`config.mk`:
```
export PLATFORM = sky130hd
export DESIGN_NAME = indexed_max_heap_queue
export DESIGN_NICKNAME = d
export VERILOG_FILES = /design/src/rtl/ihq_pkg.sv /design/src/rtl/indexed_max_heap_queue.sv /design/src/rtl/ihq_front.sv /design/src/rtl/ihq_fifo.sv /design/src/rtl/ihq_back.sv
export SDC_FILE = /design/constraint.sdc
export NUM_CORES = 2
export LEC_CHECK = 0
export BUFFER_PORTS_ARGS = -buffer_cell sky130_fd_sc_hd__buf_2
export CORE_MARGIN = 1.5
export CORE_UTILIZATION = 55
export CTS_BUF_LIST = sky130_fd_sc_hd__clkbuf_2
export DETAILED_ROUTE_END_ITERATION = 10
export HOLD_SLACK_MARGIN = 0.15
export MAX_ROUTING_LAYER = met4
export PLACE_DENSITY = 0.71
export SKIP_LAST_GASP = 1
export SYNTH_ARGS = -nofsm -noshare
export SYNTH_HDL_FRONTEND = slang
export SYNTH_HIERARCHICAL = 1
export SYNTH_SLANG_ARGS = --single-unit
export TNS_END_PERCENT = 1
```
`constraint.sdc`:
```
create_clock -name clk -period 11.8 [get_ports clk]
set_input_delay 0.59 -clock clk [delete_from_list [all_inputs] [get_ports clk]]
set_output_delay 0.59 -clock clk [all_outputs]
set_load 0.01 [all_outputs]
```
`src/rtl/ihq_pkg.sv`:
```
// Package with the payload types, operation and status codes of the heap queue.
package ihq_pkg;

    // Input and result beats.
    typedef struct packed {
        logic [2:0]         func;
        logic [3:0]         item_id;
        logic signed [31:0] key;
    } in_t;

    typedef struct packed {
        logic [2:0]         status;
        logic [3:0]         out_id;
        logic signed [31:0] out_key;
        logic [4:0]         count;
    } out_t;

    // Function codes on the input.
    localparam logic [2:0] FN_INSERT = 3'd0;
    localparam logic [2:0] FN_INC    = 3'd1;
    localparam logic [2:0] FN_DEC    = 3'd2;
    localparam logic [2:0] FN_REMOVE = 3'd3;
    localparam logic [2:0] FN_QUERY  = 3'd4;

    // Internal operation codes after classification.
    localparam logic [2:0] OP_NOP    = 3'd0;
    localparam logic [2:0] OP_INSERT = 3'd1;
    localparam logic [2:0] OP_INC    = 3'd2;
    localparam logic [2:0] OP_DEC    = 3'd3;
    localparam logic [2:0] OP_REMOVE = 3'd4;
    localparam logic [2:0] OP_QUERY  = 3'd5;

    // Status codes.
    localparam logic [2:0] ST_OK      = 3'd0;
    localparam logic [2:0] ST_RANGE   = 3'd1;
    localparam logic [2:0] ST_PRESENT = 3'd2;
    localparam logic [2:0] ST_FULL    = 3'd3;
    localparam logic [2:0] ST_ABSENT  = 3'd4;
    localparam logic [2:0] ST_NOMOVE  = 3'd5;
    localparam logic [2:0] ST_EMPTY   = 3'd6;

    // Classified command passed from the front end to the execution unit.
    typedef struct packed {
        logic [2:0]         op;
        logic               in_range;
        logic [3:0]         id;
        logic signed [31:0] key;
    } cmd_t;

endpackage

```
`src/rtl/indexed_max_heap_queue.sv`:
```
// Top level of the indexed max-heap priority queue.
//
// Input channel in_valid/in_ready carries one operation beat: insert, raise
// key, lower key, remove max, or query, naming an id and a key. Output
// channel out_valid/out_ready carries one result beat for every input beat,
// in order: status, id, key and element count after the operation.
// A front end decodes each beat and range-checks its id; a two-entry queue
// holds commands for the execution unit, so input beats are taken while the
// unit works or while a result waits.
// An error, query or no-op passes from the command queue through the state
// and result registers into the output register. Insert and raise key walk
// up, lower key and remove max walk down, one heap level per cycle, before
// the result is registered. The sift walk of the single execution unit
// sets the throughput.
// Reset empties the queue: count zero, no id present, no result pending.
// When the receiver stalls, the result is held in the output register and
// the unit waits; the command queue fills and then in_ready falls.
module indexed_max_heap_queue
    import ihq_pkg::*;
#(
    parameter int CAPACITY = 16
)
(
    input  logic clk,
    input  logic rst_n,
    input  logic in_valid,
    output logic in_ready,
    input  in_t  in_data,
    output logic out_valid,
    input  logic out_ready,
    output out_t out_data
);

    cmd_t cmd_in;
    cmd_t cmd_out;
    logic q_full;
    logic q_valid;
    logic q_pop;

    assign in_ready = !q_full;

    ihq_front #(.CAPACITY(CAPACITY)) u_front (
        .item (in_data),
        .cmd  (cmd_in)
    );

    ihq_fifo u_fifo (
        .clk       (clk),
        .rst_n     (rst_n),
        .push      (in_valid && !q_full),
        .push_data (cmd_in),
        .full      (q_full),
        .pop       (q_pop),
        .not_empty (q_valid),
        .pop_data  (cmd_out)
    );

    ihq_back #(.CAPACITY(CAPACITY)) u_back (
        .clk       (clk),
        .rst_n     (rst_n),
        .cmd_valid (q_valid),
        .cmd       (cmd_out),
        .cmd_pop   (q_pop),
        .out_valid (out_valid),
        .out_ready (out_ready),
        .out_item  (out_data)
    );

endmodule

```
`src/rtl/ihq_front.sv`:
```
// Front end: decodes the function code and range-checks the id of each input beat.
module ihq_front
    import ihq_pkg::*;
#(
    parameter int CAPACITY = 16
)
(
    input  in_t  item,
    output cmd_t cmd
);

    // Decode the function and check the id against the capacity.
    always_comb
    begin
        cmd.id       = item.item_id;
        cmd.key      = item.key;
        cmd.in_range = (32'(item.item_id) < 32'(CAPACITY));
        case (item.func)
            FN_INSERT: cmd.op = OP_INSERT;
            FN_INC:    cmd.op = OP_INC;
            FN_DEC:    cmd.op = OP_DEC;
            FN_REMOVE: cmd.op = OP_REMOVE;
            FN_QUERY:  cmd.op = OP_QUERY;
            default:   cmd.op = OP_NOP;
        endcase
    end

endmodule

```
`src/rtl/ihq_fifo.sv`:
```
// Two-entry command queue between the front end and the execution unit.
module ihq_fifo
    import ihq_pkg::*;
(
    input  logic clk,
    input  logic rst_n,
    input  logic push,
    input  cmd_t push_data,
    output logic full,
    input  logic pop,
    output logic not_empty,
    output cmd_t pop_data
);

    cmd_t       data_reg [2];
    logic       wr_ptr_reg, wr_ptr_next;
    logic       rd_ptr_reg, rd_ptr_next;
    logic [1:0] fill_reg, fill_next;

    assign full      = (fill_reg == 2'd2);
    assign not_empty = (fill_reg != 2'd0);
    assign pop_data  = data_reg[rd_ptr_reg];

    // Pointer and fill updates.
    always_comb
    begin
        wr_ptr_next = wr_ptr_reg ^ push;
        rd_ptr_next = rd_ptr_reg ^ pop;
        fill_next   = fill_reg + {1'b0, push} - {1'b0, pop};
    end

    always_ff @(posedge clk or negedge rst_n)
    begin
        if (!rst_n)
        begin
            wr_ptr_reg <= 1'b0;
            rd_ptr_reg <= 1'b0;
            fill_reg   <= 2'd0;
        end
        else
        begin
            wr_ptr_reg <= wr_ptr_next;
            rd_ptr_reg <= rd_ptr_next;
            fill_reg   <= fill_next;
        end
    end

    // Storage needs no reset.
    always_ff @(posedge clk)
    begin
        if (push)
        begin
            data_reg[wr_ptr_reg] <= push_data;
        end
    end

endmodule

```
`src/rtl/ihq_back.sv`:
```
// Execution unit: heap storage, status checks, sift sequencer and output register.
module ihq_back
    import ihq_pkg::*;
#(
    parameter int CAPACITY = 16
)
(
    input  logic clk,
    input  logic rst_n,
    input  logic cmd_valid,
    input  cmd_t cmd,
    output logic cmd_pop,
    output logic out_valid,
    input  logic out_ready,
    output out_t out_item
);

    localparam int NID = (CAPACITY < 16) ? CAPACITY : 16;
    localparam int PW  = $clog2(NID);
    localparam int CW  = $clog2(NID + 1);

    localparam logic [1:0] S_IDLE = 2'd0;
    localparam logic [1:0] S_UP   = 2'd1;
    localparam logic [1:0] S_DOWN = 2'd2;
    localparam logic [1:0] S_FIN  = 2'd3;

    // Heap slots hold id and key; a position table maps id to slot.
    logic [PW-1:0]      heap_id_reg  [NID];
    logic signed [31:0] heap_key_reg [NID];
    logic [PW-1:0]      pos_reg      [NID];
    logic [NID-1:0]     present_reg, present_next;

    logic [1:0]         state_reg, state_next;
    logic [CW-1:0]      cnt_reg, cnt_next;
    logic [PW-1:0]      hole_reg, hole_next;
    logic [PW-1:0]      cur_id_reg, cur_id_next;
    logic signed [31:0] cur_key_reg, cur_key_next;
    logic [2:0]         res_status_reg, res_status_next;
    logic [3:0]         res_id_reg, res_id_next;
    logic signed [31:0] res_key_reg, res_key_next;
    logic               out_valid_reg, out_valid_next;
    out_t               out_reg, out_next;

    // Write ports of the stores.
    logic               heap_we;
    logic [PW-1:0]      heap_wslot;
    logic [PW-1:0]      heap_wid;
    logic signed [31:0] heap_wkey;
    logic               pos_we;
    logic [PW-1:0]      pos_wid;
    logic [PW-1:0]      pos_wval;

    // Lookups for the command at the head of the queue.
    logic [PW-1:0]      cid;
    logic [PW-1:0]      cpos;
    logic signed [31:0] ckey;
    logic [PW-1:0]      last_slot;

    // Neighbors of the hole.
    logic [PW-1:0]      parent;
    logic [PW+1:0]      left_w;
    logic [PW+1:0]      right_w;
    logic [PW-1:0]      left_i;
    logic [PW-1:0]      right_i;
    logic [PW-1:0]      best_i;

    assign cid       = cmd.id[PW-1:0];
    assign cpos      = pos_reg[cid];
    assign ckey      = heap_key_reg[cpos];
    assign last_slot = PW'(cnt_reg - CW'(1));
    assign parent    = PW'((hole_reg - PW'(1)) >> 1);
    assign left_w    = {1'b0, hole_reg, 1'b1};
    assign right_w   = left_w + (PW+2)'(1);
    assign left_i    = left_w[PW-1:0];
    assign right_i   = right_w[PW-1:0];
    assign best_i    = ((right_w < (PW+2)'(cnt_reg)) &&
                        (heap_key_reg[right_i] > heap_key_reg[left_i])) ? right_i : left_i;

    assign cmd_pop   = (state_reg == S_IDLE) && cmd_valid;
    assign out_valid = out_valid_reg;
    assign out_item  = out_reg;

    // Sequencer.
    always_comb
    begin
        state_next      = state_reg;
        cnt_next        = cnt_reg;
        hole_next       = hole_reg;
        cur_id_next     = cur_id_reg;
        cur_key_next    = cur_key_reg;
        res_status_next = res_status_reg;
        res_id_next     = res_id_reg;
        res_key_next    = res_key_reg;
        present_next    = present_reg;
        out_valid_next  = out_valid_reg && !out_ready;
        out_next        = out_reg;
        heap_we         = 1'b0;
        heap_wslot      = hole_reg;
        heap_wid        = cur_id_reg;
        heap_wkey       = cur_key_reg;
        pos_we          = 1'b0;
        pos_wid         = cur_id_reg;
        pos_wval        = hole_reg;

        case (state_reg)
            S_IDLE:
            begin
                if (cmd_valid)
                begin
                    res_status_next = ST_OK;
                    res_id_next     = cmd.id;
                    res_key_next    = '0;
                    cur_id_next     = cid;
                    cur_key_next    = cmd.key;
                    state_next      = S_FIN;
                    case (cmd.op)
                        OP_INSERT:
                        begin
                            if (!cmd.in_range)
                                res_status_next = ST_RANGE;
                            else if (present_reg[cid])
                                res_status_next = ST_PRESENT;
                            else if (cnt_reg >= CW'(NID))
                                res_status_next = ST_FULL;
                            else
                            begin
                                present_next[cid] = 1'b1;
                                hole_next         = PW'(cnt_reg);
                                cnt_next          = cnt_reg + CW'(1);
                                state_next        = S_UP;
                            end
                        end
                        OP_INC, OP_DEC:
                        begin
                            if (!cmd.in_range)
                                res_status_next = ST_RANGE;
                            else if (!present_reg[cid])
                                res_status_next = ST_ABSENT;
                            else if ((cmd.op == OP_INC) && !(cmd.key > ckey))
                                res_status_next = ST_NOMOVE;
                            else if ((cmd.op == OP_DEC) && !(cmd.key < ckey))
                                res_status_next = ST_NOMOVE;
                            else
                            begin
                                hole_next  = cpos;
                                state_next = (cmd.op == OP_INC) ? S_UP : S_DOWN;
                            end
                        end
                        OP_REMOVE:
                        begin
                            if (cnt_reg == '0)
                                res_status_next = ST_EMPTY;
                            else
                            begin
                                res_id_next                  = 4'(heap_id_reg[0]);
                                res_key_next                 = heap_key_reg[0];
                                present_next[heap_id_reg[0]] = 1'b0;
                                cnt_next                     = cnt_reg - CW'(1);
                                cur_id_next                  = heap_id_reg[last_slot];
                                cur_key_next                 = heap_key_reg[last_slot];
                                hole_next                    = '0;
                                if (cnt_reg > CW'(1))
                                    state_next = S_DOWN;
                            end
                        end
                        OP_QUERY:
                        begin
                            if (!cmd.in_range)
                                res_status_next = ST_RANGE;
                            else if (!present_reg[cid])
                                res_status_next = ST_ABSENT;
                            else
                                res_key_next = ckey;
                        end
                        default:
                        begin
                        end
                    endcase
                end
            end
            S_UP:
            begin
                heap_we = 1'b1;
                pos_we  = 1'b1;
                if ((hole_reg != '0) && (heap_key_reg[parent] < cur_key_reg))
                begin
                    // Pull the parent down into the hole.
                    heap_wid  = heap_id_reg[parent];
                    heap_wkey = heap_key_reg[parent];
                    pos_wid   = heap_id_reg[parent];
                    hole_next = parent;
                end
                else
                    state_next = S_FIN;
            end
            S_DOWN:
            begin
                heap_we = 1'b1;
                pos_we  = 1'b1;
                if ((left_w < (PW+2)'(cnt_reg)) && (heap_key_reg[best_i] > cur_key_reg))
                begin
                    // Pull the larger child up into the hole.
                    heap_wid  = heap_id_reg[best_i];
                    heap_wkey = heap_key_reg[best_i];
                    pos_wid   = heap_id_reg[best_i];
                    hole_next = best_i;
                end
                else
                    state_next = S_FIN;
            end
            S_FIN:
            begin
                if (!out_valid_reg || out_ready)
                begin
                    out_valid_next  = 1'b1;
                    out_next.status = res_status_reg;
                    out_next.out_id = res_id_reg;
                    out_next.out_key = res_key_reg;
                    out_next.count  = 5'(cnt_reg);
                    state_next      = S_IDLE;
                end
            end
            default:
            begin
                state_next = S_IDLE;
            end
        endcase
    end

    // Control state.
    always_ff @(posedge clk or negedge rst_n)
    begin
        if (!rst_n)
        begin
            state_reg     <= S_IDLE;
            cnt_reg       <= '0;
            present_reg   <= '0;
            out_valid_reg <= 1'b0;
        end
        else
        begin
            state_reg     <= state_next;
            cnt_reg       <= cnt_next;
            present_reg   <= present_next;
            out_valid_reg <= out_valid_next;
        end
    end

    // Payload and stores.
    always_ff @(posedge clk)
    begin
        hole_reg       <= hole_next;
        cur_id_reg     <= cur_id_next;
        cur_key_reg    <= cur_key_next;
        res_status_reg <= res_status_next;
        res_id_reg     <= res_id_next;
        res_key_reg    <= res_key_next;
        out_reg        <= out_next;
        if (heap_we)
        begin
            heap_id_reg[heap_wslot]  <= heap_wid;
            heap_key_reg[heap_wslot] <= heap_wkey;
        end
        if (pos_we)
        begin
            pos_reg[pos_wid] <= pos_wval;
        end
    end

endmodule

```
Word level (Yosys, flattened, before mapping) --
Memories as Yosys holds them, arrays and structs flattened. A register that Yosys moved wholly into a read port is not among the register bits. Index checks and enable logic that the tools add are counted.
Storage, ports and cells: memories kept 4, bits of input ports 43, output and inout bits 46, flip-flop bits (word level) 151, word-level logic and storage cells 189, RAM bits 718
Memory list:
- u_back.heap_key_reg | depth 16, width 32, rd ports 7, clocked after memory_dff 1, wr ports 1, line ihq_back.sv:29 | logic signed [31:0] heap_key_reg [NID];
- u_fifo.data_reg | depth 2, width 39, rd ports 1, clocked after memory_dff 0, wr ports 1, line ihq_fifo.sv:15 | cmd_t data_reg [2];
- u_back.heap_id_reg | depth 16, width 4, rd ports 4, clocked after memory_dff 0, wr ports 1, line ihq_back.sv:28 | logic [PW-1:0] heap_id_reg [NID];
- u_back.pos_reg | depth 16, width 4, rd ports 1, clocked after memory_dff 0, wr ports 1, line ihq_back.sv:30 | logic [PW-1:0] pos_reg [NID];
Operators by class: equal/unequal tests 32, muxes and demuxes 82, add/sub/neg operators 6, bitwise logic cells 5, order comparisons 13, reductions and logical operators 30
Operator list (count):
- 32-bit two-way mux | 7
- 32-bit one-hot mux with 2 select lines | 2
- 32-bit > comparator | 3
- 4-bit two-way mux | 19
- 32-bit < comparator | 2
- 16-bit two-way mux | 4
- 16-bit one-hot mux with 2 select lines | 1
- 2-bit two-way mux | 14
- 3-bit two-way mux | 9
- 4-bit one-hot mux with 3 select lines | 2
- 5-bit two-way mux | 4
- 3-bit != test (second input constant) | 6
- 16-bit bitwise AND | 1
- 16-bit NOT | 1
- 16-bit OR | 1
- 3-bit one-hot mux with 5 select lines | 1
- 13-bit AND reduction | 1
- 3-bit by 2-bit == test with 1-bit output (second input constant) | 4
- 3-bit one-hot mux with 4 select lines | 1
- 1-bit two-way mux | 11
- 1-bit logical AND | 10
- 4-bit by 5-bit < comparator with 1-bit output (second input constant) | 2
- 2-bit by 1-bit != test with 1-bit output (second input constant) | 5
- 2-bit != test (second input constant) | 5
- other kinds (36) | 52

Longest topological paths before layout --
An unclocked memory read counts as a cell.
depth after elaboration 14, gate-level depth with buffers 41, gate-level depth less buffers 29

Modules after synthesis --
The synthesis kept the hierarchy.
Modules (own cells, without submodules):
- ihq_back | sequential area each 23572.6 µm², area each 49047.0 µm², cells each 3060, times used 1
- ihq_fifo | sequential area each 2502.4 µm², area each 3300.7 µm², cells each 141, times used 1
- ihq_front | sequential area each 0.0 µm², area each 315.3 µm², cells each 44, times used 1
- indexed_max_heap_queue | sequential area each 0.0 µm², area each 10.0 µm², cells each 2, times used 1

Least setup slack after synthesis --
Ideal clock, no wire load.
path type flip-flop to flip-flop, start point register u_back.hole_reg[0] (netlist: u_back/heap_wslot[0]), end point memory u_back/pos_reg[15][0] (netlist name) (enable), arrival 10534 ps, path slack 889 ps, cell stages (with the launch flop) 39, clock period less this slack 10911 ps, library setup time 377 ps, required time 11423 ps, path buffers 12, cells stage by stage edfxtp_1 > buf_2 > buf_2 > buf_2 > buf_1 > buf_1 > inv_1 > ha_1 > clkbuf_1 > buf_1 > inv_1 > buf_1 > clkbuf_1 > clkbuf_1 > nand2_1 > nand2_1 > ha_1 > nand4_2 > (+3 left out) > a21oi_2 > buf_6 > buf_2 > mux4_2 > and2_1 > a211oi_1 > a21oi_1 > ha_1 > a21o_1 > a211oi_1 > o31ai_1 > a211o_1 > o31a_1 > nor4_1 > nand2_1 > nor4b_1 > o21ai_1 > nor4_1
Between the ends: longest elaborated chain between the ends 10, elaborated cells on any way between the ends 17, classes of those cells add/sub (2); order compare (5); mux (4); reduce/logical (4); memory (2)
Ends and longest elaborated chain:
- start: declaration | line ihq_back.sv:35 | logic [PW-1:0] hole_reg, hole_next;
- start signal: assignment | line ihq_back.sv:252 | hole_reg <= hole_next;
- 5-bit by 1-bit adder with 6-bit output | line ihq_back.sv:73 | assign right_w = left_w + (PW+2)'(1);
- memory read 16 x 32 bit
- 32-bit > comparator | line ihq_back.sv:77 | (heap_key_reg[right_i] > heap_key_reg[left_i])) ? right_i : left_i;
- 1-bit logical AND | line ihq_back.sv:76 | assign best_i = ((right_w < (PW+2)'(cnt_reg)) &&
- 4-bit two-way mux | line ihq_back.sv:77
- memory read 16 x 32 bit
- 32-bit > comparator | line ihq_back.sv:200 | if ((left_w < (PW+2)'(cnt_reg)) && (heap_key_reg[best_i] > cur_key_reg))
- 1-bit logical AND | line ihq_back.sv:200
- 4-bit two-way mux | line ihq_back.sv:200
- 4-bit one-hot mux with 2 select lines * | line ihq_back.sv:105 | case (state_reg)
- end: declaration | line ihq_back.sv:30
Every way passes the cells marked *; elsewhere a longest branch is shown, timed or not.

Worst setup path in the final report --
start point register u_back.hole_reg[1] (netlist: u_back/heap_wslot[1]), end point memory u_back/pos_reg[15][3] (netlist name) (enable)
Same word-level chain as after synthesis.

==> results.json <==
{
  "slew_violations": 0,
  "ys_ff_latch": 874,
  "hold_class": "in2reg",
  "clock-skew-final_ns": 0.2080,
  "post-synth-top-area-fraction_pct": 48.06,
  "hold_viol": 0,
  "cpPeakStageDelay_ns": 1.04,
  "seq_area_frac_synth_pct": 49.50,
  "end_kind": "flip-flop",
  "synth_top_area_cell": "edfxtp_1",
  "cts_tree": "built",
  "synth_most_common_cell": "edfxtp_1",
  "coreArea_um2": 95010,
  "hold_start": "in_data[7]",
  "numClockSinks": 874,
  "r2r_cells": 29,
  "nets": 3669,
  "r2r_slack_ns": 0.22,
  "post-route-period-util_pct": 98.11,
  "drt_iter0_drc": 5484,
  "routed_wl_mm": 169.3,
  "clk_pin_slew_ns": 0.12,
  "netlist_top_cells_count": "edfxtp_1, mux4_2, nand2_1",
  "whs_ns": 0.2232,
  "rows": 113,
  "ys.flop_type": "edfxtp_1",
  "maxSlewHeadroom_pct": 17.19,
  "setup_viol": 0,
  "portBuffers": 88,
  "crit_type": "reg2reg",
  "syn_nets": 3442,
  "critPathMostFrequentCell": "nand2_1",
  "cts-htree-levels": 4,
  "r2r_start": "u_back/heap_wslot[1]",
  "antenna_found_initial": 2,
  "tightest_slew_ns": 1.242,
  "yosysWarningCount": 6,
  "arrival_ns": 12.84,
  "cts_buffers": 218,
  "syn_avg_cell_area_um2": 16.22,
  "ys_async_sr_fraction_pct": 3.204,
  "clock_path_buffers": 3,
  "vias": 35930,
  "grt_pass1_vias": 36540,
  "hpwlAfterDp_mm": 103.1,
  "clk_latency_ns": 1.74,
  "crit_path_start": "u_back/heap_wslot[1]",
  "root_buffer": "clkbuf_2",
  "synth_area_um2": 52670,
  "largest_reg_flops": 512,
  "ant_nets": 0,
  "tns_ns": 0,
  "drive_above_1_share_pct": 36.74,
  "rsz0062_at_grt": "false",
  "worstPathMaxFanout": 27,
  "r2r-end": "u_back/pos_reg[15][3]",
  "post-route-drc-count": 0,
  "die_h_um": 312.5,
  "netlist-cell-type-count": 82,
  "die_x_um": 312.5,
  "whs_path_depth": 3,
  "initial_core_util_pct": 55.44,
  "avgRoutedWirePerCell_um": 34.40,
  "grt_util_all_layers_pct": 36.07,
  "via_per_inst": 7.298,
  "status": "finished clean",
  "netlist_top_cells_area": "edfxtp_1, mux4_2, ha_1",
  "crit_path_start_kind": "flip-flop",
  "io_pins": 89,
  "syn2layout_area_growth_pct": 9.347,
  "critPathSlowestCell": "a221oi_1",
  "hold_path_end": "u_fifo/data_reg[1][7]",
  "maxCapViolations": 0,
  "fmax_ghz": 0.08638,
  "fillers": 7011,
  "worstPathRequired_ns": 13.06,
  "grt_max_degree": 96,
  "dr.pass1.iters": 8,
  "synth-edff-count": 843,
  "dieArea_um2": 97630,
  "postSynthCellCount": 3247,
  "gp_congestion": 0.9662,
  "grt_pass1_wl_mm": 246.9,
  "grt-ovfl-total": 0,
  "finalCriticalPeriod_ns": 11.58
}
## logic make-up (layout without fill, tap and decap cells)
family                   after synthesis  in the layout  synth area share, %
multiplexers                         913            913                33.83
adder cells (fa/ha/maj)              152            152                3.611
other                                  1             14             0.007119
AND/OR/NAND/NOR                      577            578                5.150
flip-flops                           874            874                49.50
XOR/XNOR                              16             16               0.3231
buffers and inverters                339            736                2.912
AO/OA/AOI/OAI                        375            375                4.665
## worst max-delay path by stage
stage	to	slack (ns)	depth (start not counted)
5_1_grt	u_back/pos_reg[14][0]	0.05	29
2_1_floorplan	u_back/pos_reg[15][0]	0.89	38
3_5_place_dp	u_back/pos_reg[15][0]	0.82	30
4_1_cts	u_back/pos_reg[15][3]	0.70	30
6_report	u_back/pos_reg[15][3]	0.22	29
3_3_place_gp	u_back/pos_reg[15][1]	1.17	30
## per-stage QoR
step	instances	setup slack [ns]	area, um2	util, %
final	4923	0.2232	57600	60.62
after global routing	4922	0.04881	57590	60.62
after detailed placement	4406	0.8228	54390	57.24
after global placement	4406	1.171	54390	57.24
after CTS	4909	0.6958	57560	60.58
after floorplan	3247	0.8893	52670	-
## per-layer routing
metal  vias up  GRT usage [%]  share of wire [%]
met5         -              -                  0
met4         0          20.18                6.4
met3       621          9.184                 13
met2      2989          53.87                 47
met1     18140          45.30                 34
li1      14180              -                  -
## layout by cell type (no fill, tap or decap), types with 6 or more instances in the layout
| master | count |
|---|---|
| xnor2_1 | 8 |
| clkinv_2 | 16 |
| clkbuf_2 | 293 |
| inv_1 | 66 |
| nor2_4 | 14 |
| diode_2 | 13 |
| a221oi_1 | 6 |
| nand3_1 | 16 |
| buf_12 | 9 |
| edfxtp_1 | 843 |
| a221o_1 | 33 |
| mux2_2 | 78 |
| and2_1 | 28 |
| mux2i_1 | 126 |
| clkinv_1 | 64 |
| a21oi_1 | 87 |
| nand2b_1 | 17 |
| mux2_4 | 39 |
| dfrtp_1 | 26 |
| nand4_1 | 31 |
| mux4_2 | 666 |
| buf_4 | 70 |
| a21o_1 | 23 |
| o21ai_0 | 121 |
| buf_2 | 88 |
| a211oi_1 | 36 |
| dlygate4sd3_1 | 111 |
| o211ai_1 | 10 |
| ha_1 | 148 |
| nand2_1 | 305 |
| nor3_1 | 28 |
| nor4_1 | 12 |
| nor2b_1 | 42 |
| and2_0 | 8 |
| nor2_1 | 34 |
## cell type report
cell class                 instances  area [um2]  share of cell area (%)
inverter                          67       254.0                  0.4410
tap                             1265        1583                   2.748
clock inverter                    98       574.3                  0.9971
sequential                       874       26090                   45.30
multi-input combinational       2035       25340                   44.00
timing repair buffer             278        2257                   3.919
antenna                           13       32.53                 0.05648
clock buffer                     293        1466                   2.546
## critical path: cells and delay by family, from the launching register on
| kind | cells | cell delay, ns |
|---|---|---|
| fa+ha+maj | 3 | 1.11 |
| buf+inv | 3 | 1.04 |
| compound gates | 7 | 3.26 |
| flops | 1 | 0.36 |
| mux | 1 | 0.40 |
| xor+xnor | 1 | 0.18 |
| simple gates | 14 | 4.73 |
## what timing repair did
item                                   4_1_cts  5_1_grt
setup buffers                                0        0
endpoints found under the hold margin      213        0
setup endpoints to repair                    0       26
gates resized for setup                      0        0
hold buffers                               112        0
Power is not shown: default switching activity piles up to over one toggle a cycle in this logic, so the estimate is an artifact.
